### src/sv/lrc_pkg.sv
`timescale 1ns / 1ps
// ----------------------------------------------------------------------------
// lrc_pkg
// Shared types and constants for the lyric timestamp line parser.
// ----------------------------------------------------------------------------
package lrc_pkg;

    // configuration register indexes
    localparam logic CFG_LINE_LIMIT = 1'b0;
    localparam logic CFG_TEXT_LIMIT = 1'b1;

    localparam logic [7:0] LINE_LIMIT_RESET = 8'd128;
    localparam logic [7:0] TEXT_LIMIT_RESET = 8'd63;

    // record kinds
    localparam logic [1:0] KIND_START = 2'd0;
    localparam logic [1:0] KIND_TEXT  = 2'd1;
    localparam logic [1:0] KIND_END   = 2'd2;

    // characters of interest
    localparam logic [7:0] CH_NUL   = 8'h00;
    localparam logic [7:0] CH_TAB   = 8'h09;
    localparam logic [7:0] CH_LF    = 8'h0A;
    localparam logic [7:0] CH_CR    = 8'h0D;
    localparam logic [7:0] CH_SPACE = 8'h20;
    localparam logic [7:0] CH_DOT   = 8'h2E;
    localparam logic [7:0] CH_ZERO  = 8'h30;
    localparam logic [7:0] CH_NINE  = 8'h39;
    localparam logic [7:0] CH_COLON = 8'h3A;
    localparam logic [7:0] CH_LBRK  = 8'h5B;
    localparam logic [7:0] CH_RBRK  = 8'h5D;

    localparam logic [31:0] MS_PER_MIN = 32'd60000;
    localparam logic [31:0] MS_PER_SEC = 32'd1000;

    // records one character can cause, and the output queue sizing
    localparam int MAX_RECS    = 3;
    localparam int QUEUE_DEPTH = 4;
    localparam int QCNT_W      = $clog2(QUEUE_DEPTH + 1);

    typedef enum logic [2:0] {
        PH_IDLE,
        PH_SKIP,
        PH_MIN,
        PH_SEC,
        PH_FRAC,
        PH_TEXT
    } lrc_phase_t;

    typedef struct packed {
        logic [1:0]  record_kind;
        logic [31:0] time_ms;
        logic [7:0]  text_byte;
        logic [7:0]  line_number;
        logic        final_of_item;
    } lrc_rec_t;

    typedef struct packed {
        logic [1:0]                  count;
        lrc_rec_t [MAX_RECS-1:0]     recs;
    } lrc_group_t;

    typedef struct packed {
        lrc_phase_t  phase;
        logic [7:0]  line_count;
    } lrc_status_t;

endpackage

### src/sv/lrc_ifs.sv
`timescale 1ns / 1ps
// ----------------------------------------------------------------------------
// lrc_ifs
// Valid/ready channels for input characters and output records.
// ----------------------------------------------------------------------------
interface lrc_char_if;
    logic       valid;
    logic       ready;
    logic [7:0] char_byte;
    logic       block_end;

    modport source (output valid, output char_byte, output block_end, input ready);
    modport sink   (input valid, input char_byte, input block_end, output ready);
endinterface

interface lrc_rec_if;
    logic        valid;
    logic        ready;
    logic [1:0]  record_kind;
    logic [31:0] time_ms;
    logic [7:0]  text_byte;
    logic [7:0]  line_number;
    logic        final_of_item;

    modport source (output valid, output record_kind, output time_ms, output text_byte,
                    output line_number, output final_of_item, input ready);
    modport sink   (input valid, input record_kind, input time_ms, input text_byte,
                    input line_number, input final_of_item, output ready);
endinterface

### src/sv/lrc_timestamp_line_parser_top.sv
`timescale 1ns / 1ps
// output: records of an accepted character are registered in the queue, behind older ones
// throughput: one character per cycle while each makes at most one record and the sink
// takes one every cycle; input stalls while the 4-entry record queue holds over one record
// reset: parser state, line count and queue cleared; line_limit 128, text_limit 63
// ----------------------------------------------------------------------------
// lrc_timestamp_line_parser_top
// Parses [mm:ss.ff]text lyric lines into line start, text and line end records.
// ----------------------------------------------------------------------------
module lrc_timestamp_line_parser_top import lrc_pkg::*; (
    input  logic         clk,
    input  logic         rst_n,
    input  logic         cfg_we,
    input  logic         cfg_index,
    input  logic [7:0]   cfg_data,
    lrc_char_if.sink     char_in,
    lrc_rec_if.source    rec_out
);

    logic [7:0]        line_limit_reg;
    logic [7:0]        text_limit_reg;
    logic              accept;
    logic              pop;
    logic [QCNT_W-1:0] q_count;
    lrc_group_t        group;
    lrc_status_t       status;
    lrc_rec_t          head;

    always_ff @(posedge clk or negedge rst_n)
    begin
        if (!rst_n)
        begin
            line_limit_reg <= LINE_LIMIT_RESET;
            text_limit_reg <= TEXT_LIMIT_RESET;
        end
        else if (cfg_we)
        begin
            case (cfg_index)
                CFG_LINE_LIMIT: line_limit_reg <= cfg_data;
                CFG_TEXT_LIMIT: text_limit_reg <= cfg_data;
                default:        line_limit_reg <= line_limit_reg;
            endcase
        end
    end

    // room for a full group even if nothing drains this cycle
    assign char_in.ready = (q_count <= QCNT_W'(QUEUE_DEPTH - MAX_RECS));
    assign accept        = char_in.valid && char_in.ready;
    assign pop           = rec_out.valid && rec_out.ready;

    lrc_parse_core u_core (
        .clk        (clk),
        .rst_n      (rst_n),
        .accept     (accept),
        .char_byte  (char_in.char_byte),
        .block_end  (char_in.block_end),
        .line_limit (line_limit_reg),
        .text_limit (text_limit_reg),
        .group      (group),
        .status     (status)
    );

    lrc_rec_queue u_queue (
        .clk        (clk),
        .rst_n      (rst_n),
        .push       (accept),
        .push_group (group),
        .pop        (pop),
        .count      (q_count),
        .head       (head)
    );

    assign rec_out.valid         = (q_count != '0);
    assign rec_out.record_kind   = head.record_kind;
    assign rec_out.time_ms       = head.time_ms;
    assign rec_out.text_byte     = head.text_byte;
    assign rec_out.line_number   = head.line_number;
    assign rec_out.final_of_item = head.final_of_item;

    a_queue_bound: assert property (@(posedge clk) disable iff (!rst_n)
        q_count <= QCNT_W'(QUEUE_DEPTH))
        else $error("record queue overfilled");

    a_block_end_resets: assert property (@(posedge clk) disable iff (!rst_n)
        (accept && char_in.block_end) |=> (status.phase == PH_IDLE && status.line_count == 8'd0))
        else $error("parser not reset after block end");

    a_time_only_on_start: assert property (@(posedge clk) disable iff (!rst_n)
        (rec_out.valid && rec_out.record_kind != KIND_START) |-> (rec_out.time_ms == 32'd0))
        else $error("timestamp on a non-start record");

    a_kind_legal: assert property (@(posedge clk) disable iff (!rst_n)
        rec_out.valid |-> (rec_out.record_kind != 2'd3))
        else $error("illegal record kind");

endmodule

### src/sv/lrc_parse_core.sv
`timescale 1ns / 1ps
// ----------------------------------------------------------------------------
// lrc_parse_core
// Parser state and per-character decode into up to three records.
// ----------------------------------------------------------------------------
module lrc_parse_core import lrc_pkg::*; (
    input  logic        clk,
    input  logic        rst_n,
    input  logic        accept,
    input  logic [7:0]  char_byte,
    input  logic        block_end,
    input  logic [7:0]  line_limit,
    input  logic [7:0]  text_limit,
    output lrc_group_t  group,
    output lrc_status_t status
);

    lrc_phase_t  phase_reg, phase_next;
    logic [15:0] minutes_reg, minutes_next;
    logic [15:0] seconds_reg, seconds_next;
    logic [6:0]  frac_reg, frac_next;
    logic [1:0]  frac_digits_reg, frac_digits_next;
    logic [7:0]  text_count_reg, text_count_next;
    logic [7:0]  line_count_reg, line_count_next;

    logic        is_digit;
    logic [3:0]  digit;
    logic        active;
    logic        flush;
    logic        close_stamp;
    logic        do_text;
    logic        emit_start;
    logic        emit_text;
    logic        emit_end;
    logic [19:0] min_mul;
    logic [19:0] sec_mul;
    logic [9:0]  frac_ms;
    logic [31:0] start_ms;
    lrc_rec_t    rec_start;
    lrc_rec_t    rec_text;
    lrc_rec_t    rec_end;
    logic [1:0]  slot;

    assign is_digit = (char_byte >= CH_ZERO) && (char_byte <= CH_NINE);
    assign digit    = 4'(char_byte - CH_ZERO);
    assign active   = (char_byte != CH_NUL) && (line_count_reg < line_limit);
    assign flush    = (char_byte == CH_NUL) || block_end;
    assign min_mul  = 20'(minutes_reg) * 20'd10 + 20'(digit);
    assign sec_mul  = 20'(seconds_reg) * 20'd10 + 20'(digit);

    // next state
    always_comb
    begin
        phase_next       = phase_reg;
        minutes_next     = minutes_reg;
        seconds_next     = seconds_reg;
        frac_next        = frac_reg;
        frac_digits_next = frac_digits_reg;
        text_count_next  = text_count_reg;
        line_count_next  = line_count_reg;
        close_stamp      = 1'b0;
        do_text          = 1'b0;
        emit_start       = 1'b0;
        emit_text        = 1'b0;
        emit_end         = 1'b0;

        if (active)
        begin
            case (phase_reg)
                PH_IDLE:
                begin
                    if (char_byte == CH_LF || char_byte == CH_CR ||
                        char_byte == CH_SPACE || char_byte == CH_TAB)
                    begin
                        phase_next = PH_IDLE;
                    end
                    else if (char_byte == CH_LBRK)
                    begin
                        minutes_next     = '0;
                        seconds_next     = '0;
                        frac_next        = '0;
                        frac_digits_next = '0;
                        phase_next       = PH_MIN;
                    end
                    else
                    begin
                        phase_next = PH_SKIP;
                    end
                end
                PH_SKIP:
                begin
                    if (char_byte == CH_LF)
                        phase_next = PH_IDLE;
                end
                PH_MIN:
                begin
                    if (is_digit)
                        minutes_next = (min_mul > 20'd65535) ? 16'hFFFF : min_mul[15:0];
                    else if (char_byte == CH_COLON)
                        phase_next = PH_SEC;
                    else if (char_byte == CH_DOT)
                        phase_next = PH_FRAC;
                    else
                        close_stamp = 1'b1;
                end
                PH_SEC:
                begin
                    if (is_digit)
                        seconds_next = (sec_mul > 20'd65535) ? 16'hFFFF : sec_mul[15:0];
                    else if (char_byte == CH_DOT)
                        phase_next = PH_FRAC;
                    else
                        close_stamp = 1'b1;
                end
                PH_FRAC:
                begin
                    if (is_digit)
                    begin
                        if (frac_digits_reg < 2'd2)
                        begin
                            frac_next        = 7'(frac_reg * 7'd10 + 7'(digit));
                            frac_digits_next = frac_digits_reg + 2'd1;
                        end
                    end
                    else
                    begin
                        close_stamp = 1'b1;
                    end
                end
                PH_TEXT:
                begin
                    do_text = 1'b1;
                end
                default:
                begin
                    phase_next = PH_IDLE;
                end
            endcase

            if (close_stamp)
            begin
                emit_start      = 1'b1;
                text_count_next = '0;
                phase_next      = PH_TEXT;
                do_text         = (char_byte != CH_RBRK);
            end

            if (do_text)
            begin
                if (char_byte == CH_LF)
                begin
                    emit_end   = 1'b1;
                    phase_next = PH_IDLE;
                end
                else if (char_byte == CH_CR)
                begin
                    emit_end   = 1'b1;
                    phase_next = PH_SKIP;
                end
                else if (text_count_next < text_limit)
                begin
                    emit_text       = 1'b1;
                    text_count_next = text_count_next + 8'd1;
                end
            end

            if (emit_end)
                line_count_next = line_count_reg + 8'd1;
        end

        // end of block or a zero byte closes whatever line is still open
        if (flush)
        begin
            if (phase_next == PH_MIN || phase_next == PH_SEC || phase_next == PH_FRAC)
            begin
                emit_start = 1'b1;
                emit_end   = 1'b1;
            end
            else if (phase_next == PH_TEXT)
            begin
                emit_end = 1'b1;
            end
        end
    end

    // timestamp from the accumulators as they stand after this character
    always_comb
    begin
        case (frac_digits_next)
            2'd1:    frac_ms = 10'(frac_next) * 10'd100;
            2'd2:    frac_ms = 10'(frac_next) * 10'd10;
            default: frac_ms = '0;
        endcase
        start_ms = 32'(minutes_next) * MS_PER_MIN + 32'(seconds_next) * MS_PER_SEC
                 + 32'(frac_ms);
    end

    // outputs: records in the order start, text, end
    always_comb
    begin
        rec_start = '{record_kind: KIND_START, time_ms: start_ms, text_byte: 8'd0,
                      line_number: line_count_reg, final_of_item: 1'b0};
        rec_text  = '{record_kind: KIND_TEXT, time_ms: 32'd0, text_byte: char_byte,
                      line_number: line_count_reg, final_of_item: 1'b0};
        rec_end   = '{record_kind: KIND_END, time_ms: 32'd0, text_byte: 8'd0,
                      line_number: line_count_reg, final_of_item: 1'b0};
        group = '0;
        slot  = 2'd0;
        if (emit_start)
        begin
            group.recs[slot] = rec_start;
            slot = slot + 2'd1;
        end
        if (emit_text)
        begin
            group.recs[slot] = rec_text;
            slot = slot + 2'd1;
        end
        if (emit_end)
        begin
            group.recs[slot] = rec_end;
            slot = slot + 2'd1;
        end
        group.count = slot;
        if (slot != 2'd0)
            group.recs[slot - 2'd1].final_of_item = 1'b1;
    end

    always_ff @(posedge clk or negedge rst_n)
    begin
        if (!rst_n)
        begin
            phase_reg       <= PH_IDLE;
            minutes_reg     <= '0;
            seconds_reg     <= '0;
            frac_reg        <= '0;
            frac_digits_reg <= '0;
            text_count_reg  <= '0;
            line_count_reg  <= '0;
        end
        else if (accept)
        begin
            if (flush)
            begin
                phase_reg       <= PH_IDLE;
                minutes_reg     <= '0;
                seconds_reg     <= '0;
                frac_reg        <= '0;
                frac_digits_reg <= '0;
                text_count_reg  <= '0;
                line_count_reg  <= '0;
            end
            else
            begin
                phase_reg       <= phase_next;
                minutes_reg     <= minutes_next;
                seconds_reg     <= seconds_next;
                frac_reg        <= frac_next;
                frac_digits_reg <= frac_digits_next;
                text_count_reg  <= text_count_next;
                line_count_reg  <= line_count_next;
            end
        end
    end

    assign status = '{phase: phase_reg, line_count: line_count_reg};

endmodule

### src/sv/lrc_rec_queue.sv
`timescale 1ns / 1ps
// ----------------------------------------------------------------------------
// lrc_rec_queue
// Shifting record queue: takes up to three records a beat, gives one.
// ----------------------------------------------------------------------------
module lrc_rec_queue import lrc_pkg::*; (
    input  logic              clk,
    input  logic              rst_n,
    input  logic              push,
    input  lrc_group_t        push_group,
    input  logic              pop,
    output logic [QCNT_W-1:0] count,
    output lrc_rec_t          head
);

    lrc_rec_t          entry_reg  [QUEUE_DEPTH];
    lrc_rec_t          entry_next [QUEUE_DEPTH];
    logic [QCNT_W-1:0] count_reg, count_next;
    logic [QCNT_W-1:0] base;
    logic [1:0]        push_cnt;

    always_comb
    begin
        push_cnt   = push ? push_group.count : 2'd0;
        base       = count_reg - QCNT_W'(pop);
        count_next = base + QCNT_W'(push_cnt);
        for (int i = 0; i < QUEUE_DEPTH; i++)
        begin
            entry_next[i] = (pop && (i < QUEUE_DEPTH - 1))
                          ? entry_reg[(i < QUEUE_DEPTH - 1) ? i + 1 : i] : entry_reg[i];
            // new records land right behind the surviving ones
            if ((QCNT_W'(i) >= base) && (QCNT_W'(i) - base < QCNT_W'(push_cnt)))
                entry_next[i] = push_group.recs[2'(QCNT_W'(i) - base)];
        end
    end

    always_ff @(posedge clk)
    begin
        for (int i = 0; i < QUEUE_DEPTH; i++)
            entry_reg[i] <= entry_next[i];
    end

    always_ff @(posedge clk or negedge rst_n)
    begin
        if (!rst_n)
            count_reg <= '0;
        else
            count_reg <= count_next;
    end

    assign count = count_reg;
    assign head  = entry_reg[0];

endmodule

### src/flat_wrapper.sv
// flat-port wrapper written by rule: the top's interface ports become plain ports
module lrc_timestamp_line_parser_top_flat import lrc_pkg::*;
  (clk, rst_n, cfg_we, cfg_index, cfg_data, char_in_valid, char_in_char_byte, char_in_block_end, char_in_ready, rec_out_valid, rec_out_record_kind, rec_out_time_ms, rec_out_text_byte, rec_out_line_number, rec_out_final_of_item, rec_out_ready);
  lrc_char_if char_in_i ();
  lrc_rec_if rec_out_i ();
  input  logic clk;
  input  logic rst_n;
  input  logic cfg_we;
  input  logic cfg_index;
  input  logic [7:0] cfg_data;
  input wire logic [$bits(char_in_i.valid)-1:0] char_in_valid;
  input wire logic [$bits(char_in_i.char_byte)-1:0] char_in_char_byte;
  input wire logic [$bits(char_in_i.block_end)-1:0] char_in_block_end;
  output wire logic [$bits(char_in_i.ready)-1:0] char_in_ready;
  output wire logic [$bits(rec_out_i.valid)-1:0] rec_out_valid;
  output wire logic [$bits(rec_out_i.record_kind)-1:0] rec_out_record_kind;
  output wire logic [$bits(rec_out_i.time_ms)-1:0] rec_out_time_ms;
  output wire logic [$bits(rec_out_i.text_byte)-1:0] rec_out_text_byte;
  output wire logic [$bits(rec_out_i.line_number)-1:0] rec_out_line_number;
  output wire logic [$bits(rec_out_i.final_of_item)-1:0] rec_out_final_of_item;
  input wire logic [$bits(rec_out_i.ready)-1:0] rec_out_ready;
  assign char_in_i.valid = char_in_valid;
  assign char_in_i.char_byte = char_in_char_byte;
  assign char_in_i.block_end = char_in_block_end;
  assign char_in_ready = char_in_i.ready;
  assign rec_out_valid = rec_out_i.valid;
  assign rec_out_record_kind = rec_out_i.record_kind;
  assign rec_out_time_ms = rec_out_i.time_ms;
  assign rec_out_text_byte = rec_out_i.text_byte;
  assign rec_out_line_number = rec_out_i.line_number;
  assign rec_out_final_of_item = rec_out_i.final_of_item;
  assign rec_out_i.ready = rec_out_ready;
  lrc_timestamp_line_parser_top u_core (.clk(clk), .rst_n(rst_n), .cfg_we(cfg_we), .cfg_index(cfg_index), .cfg_data(cfg_data), .char_in(char_in_i), .rec_out(rec_out_i));
endmodule
### config.mk
export PLATFORM = sky130hd
export DESIGN_NAME = lrc_timestamp_line_parser_top_flat
export DESIGN_NICKNAME = d
export VERILOG_FILES = /design/src/sv/lrc_pkg.sv /design/src/sv/lrc_ifs.sv /design/src/sv/lrc_timestamp_line_parser_top.sv /design/src/sv/lrc_parse_core.sv /design/src/sv/lrc_rec_queue.sv /design/src/flat_wrapper.sv
export SDC_FILE = /design/constraint.sdc
export NUM_CORES = 1
export LEC_CHECK = 0
export BUFFER_PORTS_ARGS = -buffer_cell sky130_fd_sc_hd__buf_2
export CORE_MARGIN = 5
export CORE_UTILIZATION = 50
export DETAILED_ROUTE_END_ITERATION = 12
export HOLD_SLACK_MARGIN = 0.12
export PLACE_DENSITY = 0.69
export SYNTH_ARGS = -nofsm -noshare
export SYNTH_HDL_FRONTEND = slang
export SYNTH_SLANG_ARGS = --single-unit
### constraint.sdc
create_clock -name clk -period 14.4 [get_ports clk]
set_input_delay 0.72 -clock clk [delete_from_list [all_inputs] [get_ports clk]]
set_output_delay 0.72 -clock clk [all_outputs]
set_load 0.05 [all_outputs]
# --- Yosys cells after proc, flatten, opt, wreduce, memory -nomap -nowiden ---
# Memories as Yosys holds them, arrays and structs flattened.
# Cells that the tools add are included.
word_totals:
  ff_bits: 79
  ramBits: 204
  inputBits: 23
  wordCells: 224
  n_memories: 1
mem_list:
  columns: ["name", "words", "width", "read_ports", "rd_ports_with_merged_regs", "wr", "line", "rtl"]
  rows:
  - ["u_core.u_queue.entry_reg", 4, 51, 4, 0, 4, "lrc_rec_queue.sv:16", "lrc_rec_t entry_reg [QUEUE_DEPTH];"]
op_classes:
  n_addsub: 18
  mul: 7
  order_cmp: 26
  n_eq_ne: 19
  mux: 113
  bitwise_logic: 1
  n_reduce_logical: 29
op_table:
  columns: ["operator", "n"]
  rows:
  - ["$mux 51", 13]
  - ["$bwmux 153", 3]
  - ["$mux 153", 3]
  - ["$bmux 51 s2", 4]
  - ["$demux 51 s2", 3]
  - ["$mux 16", 12]
  - ["$mux 8", 11]
  - ["$pmux 16 s2", 2]
  - ["$mux 49", 1]
  - ["$mux 7", 6]
  - ["$add 20x4->20", 2]
  - ["$gt 20x16->1 const B", 2]
  - ["$mul 16x3->19 const B", 2]
  - ["$mux 3", 11]
  - ["$add 32x10->32", 1]
  - ["$add 32x26->32", 1]
  - ["$mux 1", 28]
  - ["$mul 16x11->27 const B", 1]
  - ["$eq 8x4->1 const B", 3]
  - ["$eq 8x6->1 const B", 3]
  - ["$mul 16x7->23 const B", 1]
  - ["$mux 2", 11]
  - ["$lt 2x3->1 const B", 7]
  - ["$pmux 10 s2", 1]
  - ["other kinds (43)", 81]

# --- Depth between registers and ports, before layout ---
depth:
  depth_word: 31
  mapped_depth: 46
  ltp_nobuf: 45

# --- Cells and area by module ---
# A second synthesis with hierarchy kept.
unflattened:
  hier_cells: 3062
  hier_area_um2: 29309.4
modules_own_cells:
  columns: ["mod", "n_inst", "cells_per_inst", "area_each_um2"]
  rows:
  - ["lrc_parse_core", 1, 1912, 16084.2]
  - ["lrc_rec_queue", 1, 1111, 12545.8]
  - ["lrc_timestamp_line_parser_top", 1, 39, 679.4]

# --- Worst setup path after synthesis ---
# No wires, ideal clock.
synth_timing:
  kind: "reg2reg"
  start: "register u_core.u_core.minutes_reg[1]"
  end: "memory u_core.u_queue.entry_reg[2][47] in the netlist's numbering, data pin"
  setup_time_ns: 0.268
  t_arrival_ns: 10.069
  required_ns: 14.132
  path_slack_ns: 4.063
  stages_incl_launch_ff: 41
  synth_period_minus_slack_ns: 10.337
  cell_sequence: "dfrtp_1 -> ha_1 -> ha_1 -> inv_1 -> fa_1 -> nor2b_1 -> o21ai_0 -> a211o_1 -> a21boi_0 -> nor3_1 -> or2_2 -> nor4_1 -> mux2_2 -> nor2_1 -> a31oi_1 -> a22oi_1 -> fa_1 -> fa_1 -> [5 not listed] -> a21oi_1 -> o21a_1 -> o21ai_0 -> a21o_1 -> a21oi_1 -> xnor2_1 -> ha_1 -> ha_1 -> clkbuf_1 -> a21oi_1 -> nor2b_1 -> or4_1 -> nor2_1 -> o21ai_0 -> o211ai_1 -> nor2_1 -> xnor2_1 -> o21ai_0"
synth_rtl:
  columns: ["element", "line", "rtl"]
  rows:
  - ["start, declared", "lrc_parse_core.sv:19", "logic [15:0] minutes_reg, minutes_next;"]
  - ["start signal, assigned", "lrc_parse_core.sv:256", "minutes_reg <= minutes_next;"]
  - ["end, declared", "lrc_rec_queue.sv:16", null]

==> results.yml <==
sta:
  slew_viol_final: 0
  max_freq_mhz: 87.1
  finalClockSkew_ns: 0.0148
  hold_violations: 0
  min_period_ns: 11.48
  rsz0062_at_grt: "no"
  fin_tns_setup_ns: 0
  fin_crit_sh: 0.797
  worst_pin_slew_ns: 1.14
  setup_violations: 0
  holdWs_ns: 0.366
  slew_headroom: 0.235
floorplan:
  die_height_um: 231
  ios: 76
  die_area_mm2: 0.0532
  start_util: 0.507
  row_count: 80
  core_area_mm2: 0.0479
  die_w_um: 231
cts:
  cts_buffers: 31
  insertion_delay_ns: 0.58
  clk_pin_slew_ns: 0.06
  cts_tree: "done"
  clk_path_buf_depth: 3
  cts_root_buffer: "clkbuf_16"
  cts_resized: 0
  cts.sinks: 279
  h-tree-depth: 1
synth:
  ys_seq_elements: 279
  synth.top_cells.by_area: "edfxtp_1, ha_1, fa_1"
  synth_top_cell_by_area: "edfxtp_1"
  synth_nets: 2901
  synth.distinct_cells: 92
  syn_avg_cell_area_um2: 9.93
  async_reset_ff_frac: 0.283
  yosysTopAreaCellShare: 0.247
  synth_edf_count: 200
  yosysWarnings: 0
  synth_area_mm2: 0.0243
  ys_seq_area_frac: 0.328
  ys.flop_type: "edfxtp_1"
  syn_inst: 2450
placed_design:
  portBuffers: 74
  gp_congestion: 0.910
  dp_hpwl_um: 44900
  dp.cells: 3079
  dpl_cell_area_mm2: 0.0253
critical_path:
  crit_buf_inv: 3
  worstPathRequired_ns: 14.71
  arrival_ns: 11.79
  start_kind: "flop"
  slowest_delay_ns: 0.82
  crit_path_max_fanout: 16
  critPathSlowestCell: "a211oi_2"
  crit_family: "adder cells"
  path_class: "flop to flop"
  end_kind: "flop"
route:
  viasPerCell: 5.92
  first_pass_iters: 7
  num_vias: 18600
  drt.antenna.violating_nets: 0
  remaining_drc_errors: 0
  drtIter0Drc: 1282
  wl_per_cell_um: 18.6
  routed_wl_um: 58300
finish:
  fin_nets: 2949
  final_cell_area_mm2: 0.0264
  fill_cells: 4208
  n_antenna_cell: 0
  largest_reg_flops: 200
  final_cell_mix: "ha_1, nand2_1, inv_1, edfxtp_1, nor2_1"
  syn_to_final_growth_pct: 8.32
  drive_above_1_share: 0.0832
  final_cells: 3138
  layout_commonest_cell: "ha_1"
global_routing:
  grt_max_degree: 60
  grt_antenna_before_repair: 0
  grt.total_usage: 0.218
  grt_pass1_vias: 18500
  overflow: 0
  grt_pass1_wl_um: 96800
run:
  maxCapViolations: 0
pwr:
  finalPower_w: 0.00369
  p_leak_nw: 12.3
  p_per_area_mw_per_mm2: 140
  vdd_drop_max_uv: 127
status:
  status: "finished clean"
hold_path:
  min_path_type: "primary input to flop"
-- metal layers --
metal  wire length [um]  vias to the layer above  track usage
met1              27100                     9147        0.311
li1                   -                     8875            -
met4                809                        0       0.0389
met2              27700                      481        0.370
met5                  0                        -            0
met3               2690                       62       0.0198
-- worst paths after layout --
check | to | slack, ns | cells after the start | startpoint
worst max-delay path | u_core.u_queue.entry_reg[2][47]$_DFFE_PP_ | 2.92 | 41 | u_core.u_core.seconds_reg[1]$_DFFE_PN0P_
worst min-delay path | u_core.line_limit_reg[3]$_DFFE_PN0P_ | 0.37 | 3 | cfg_data[3]
worst max register to register | u_core.u_queue.entry_reg[2][47]$_DFFE_PP_ | 2.92 | 41 | u_core.u_core.seconds_reg[1]$_DFFE_PN0P_
worst min register to register | u_core.u_core.text_count_reg[7]$_DFFE_PN0P_ | 0.48 | 1 | u_core.u_core.text_count_reg[7]$_DFFE_PN0P_
max in group asynchronous | u_core.u_core.seconds_reg[6]$_DFFE_PN0P_ | 12.70 | 3 | rst_n
min in group asynchronous | u_core.text_limit_reg[6]$_DFFE_PN0P_ | 0.64 | 2 | rst_n
-- final cells by class --
type | count | area, um^2 | area share
Sequential cell | 279 | 7990 | 0.303
Clock buffer | 37 | 798 | 0.0303
Inverter | 249 | 935 | 0.0355
Timing Repair Buffer | 94 | 526 | 0.0199
Multi-Input combinational cell | 1843 | 15100 | 0.573
Clock inverter | 21 | 225 | 0.00855
Tap cell | 615 | 769 | 0.0292
-- power by group --
part           total [W]  switching [W]  internal (W)
clock network   0.000804       0.000334      0.000469
logic            0.00147        0.00106      0.000410
registers        0.00142      0.0000906       0.00133
-- worst reg2reg max path: cells and delay by family, from the launching register on --
kind                     cells  cell delay [ns]
AO/OA/AOI/OAI               15             3.69
adder cells (fa/ha/maj)     10             3.84
flip-flops                   1             0.46
AND/OR/NAND/NOR             10             2.30
buffers and inverters        3             0.16
XOR/XNOR                     3             0.74
-- logic make-up after synthesis --
kind of cell	synth area share
AO/OA/AOI/OAI	0.171
XOR/XNOR	0.0457
adder cells (fa/ha/maj)	0.261
buffers and inverters	0.0518
flip-flops	0.328
multiplexers	0.0109
other	0.000154
AND/OR/NAND/NOR	0.132
-- cells in the mapped netlist (all sizes together) (5+ instances only) --
library cell,count
a2111oi,5
a211oi,13
a21o,33
a21oi,108
a22o,106
a22oi,23
a31o,5
a31oi,15
a32o,16
and2,34
and3,20
buf,15
clkbuf,64
dfrtp,72
dfstp,7
edfxtp,200
fa,131
ha,297
inv,248
mux2,11
mux2i,14
nand2,256
nand2b,19
nand3,40
nand3b,8
nand4,15
nor2,144
nor2b,27
nor3,29
nor3b,10
nor4,8
o2111ai,7
o211ai,10
o21a,25
o21ai,154
o21bai,8
o221ai,7
o22ai,9
o31ai,12
or2,14
or3,21
or4,5
xnor2,83
xor2,44
-- stage by stage --
| step | setup WS [ns] | util |
|---|---|---|
| 2_1_floorplan | 4.06 | - |
| 3_3_place_gp | 3.27 | 0.528 |
| 3_5_place_dp | 3.02 | 0.528 |
| 4_1_cts | 2.96 | 0.550 |
| 5_1_grt | 2.03 | 0.550 |
| 6_report | 2.92 | 0.550 |
-- timing repair --
action,CTS,global route
setup buffers,0,0
endpoints found under the hold margin,22,0
endpoints found under the setup margin,0,0
hold buffers,1,0
Power figures use the tool's default switching activity.
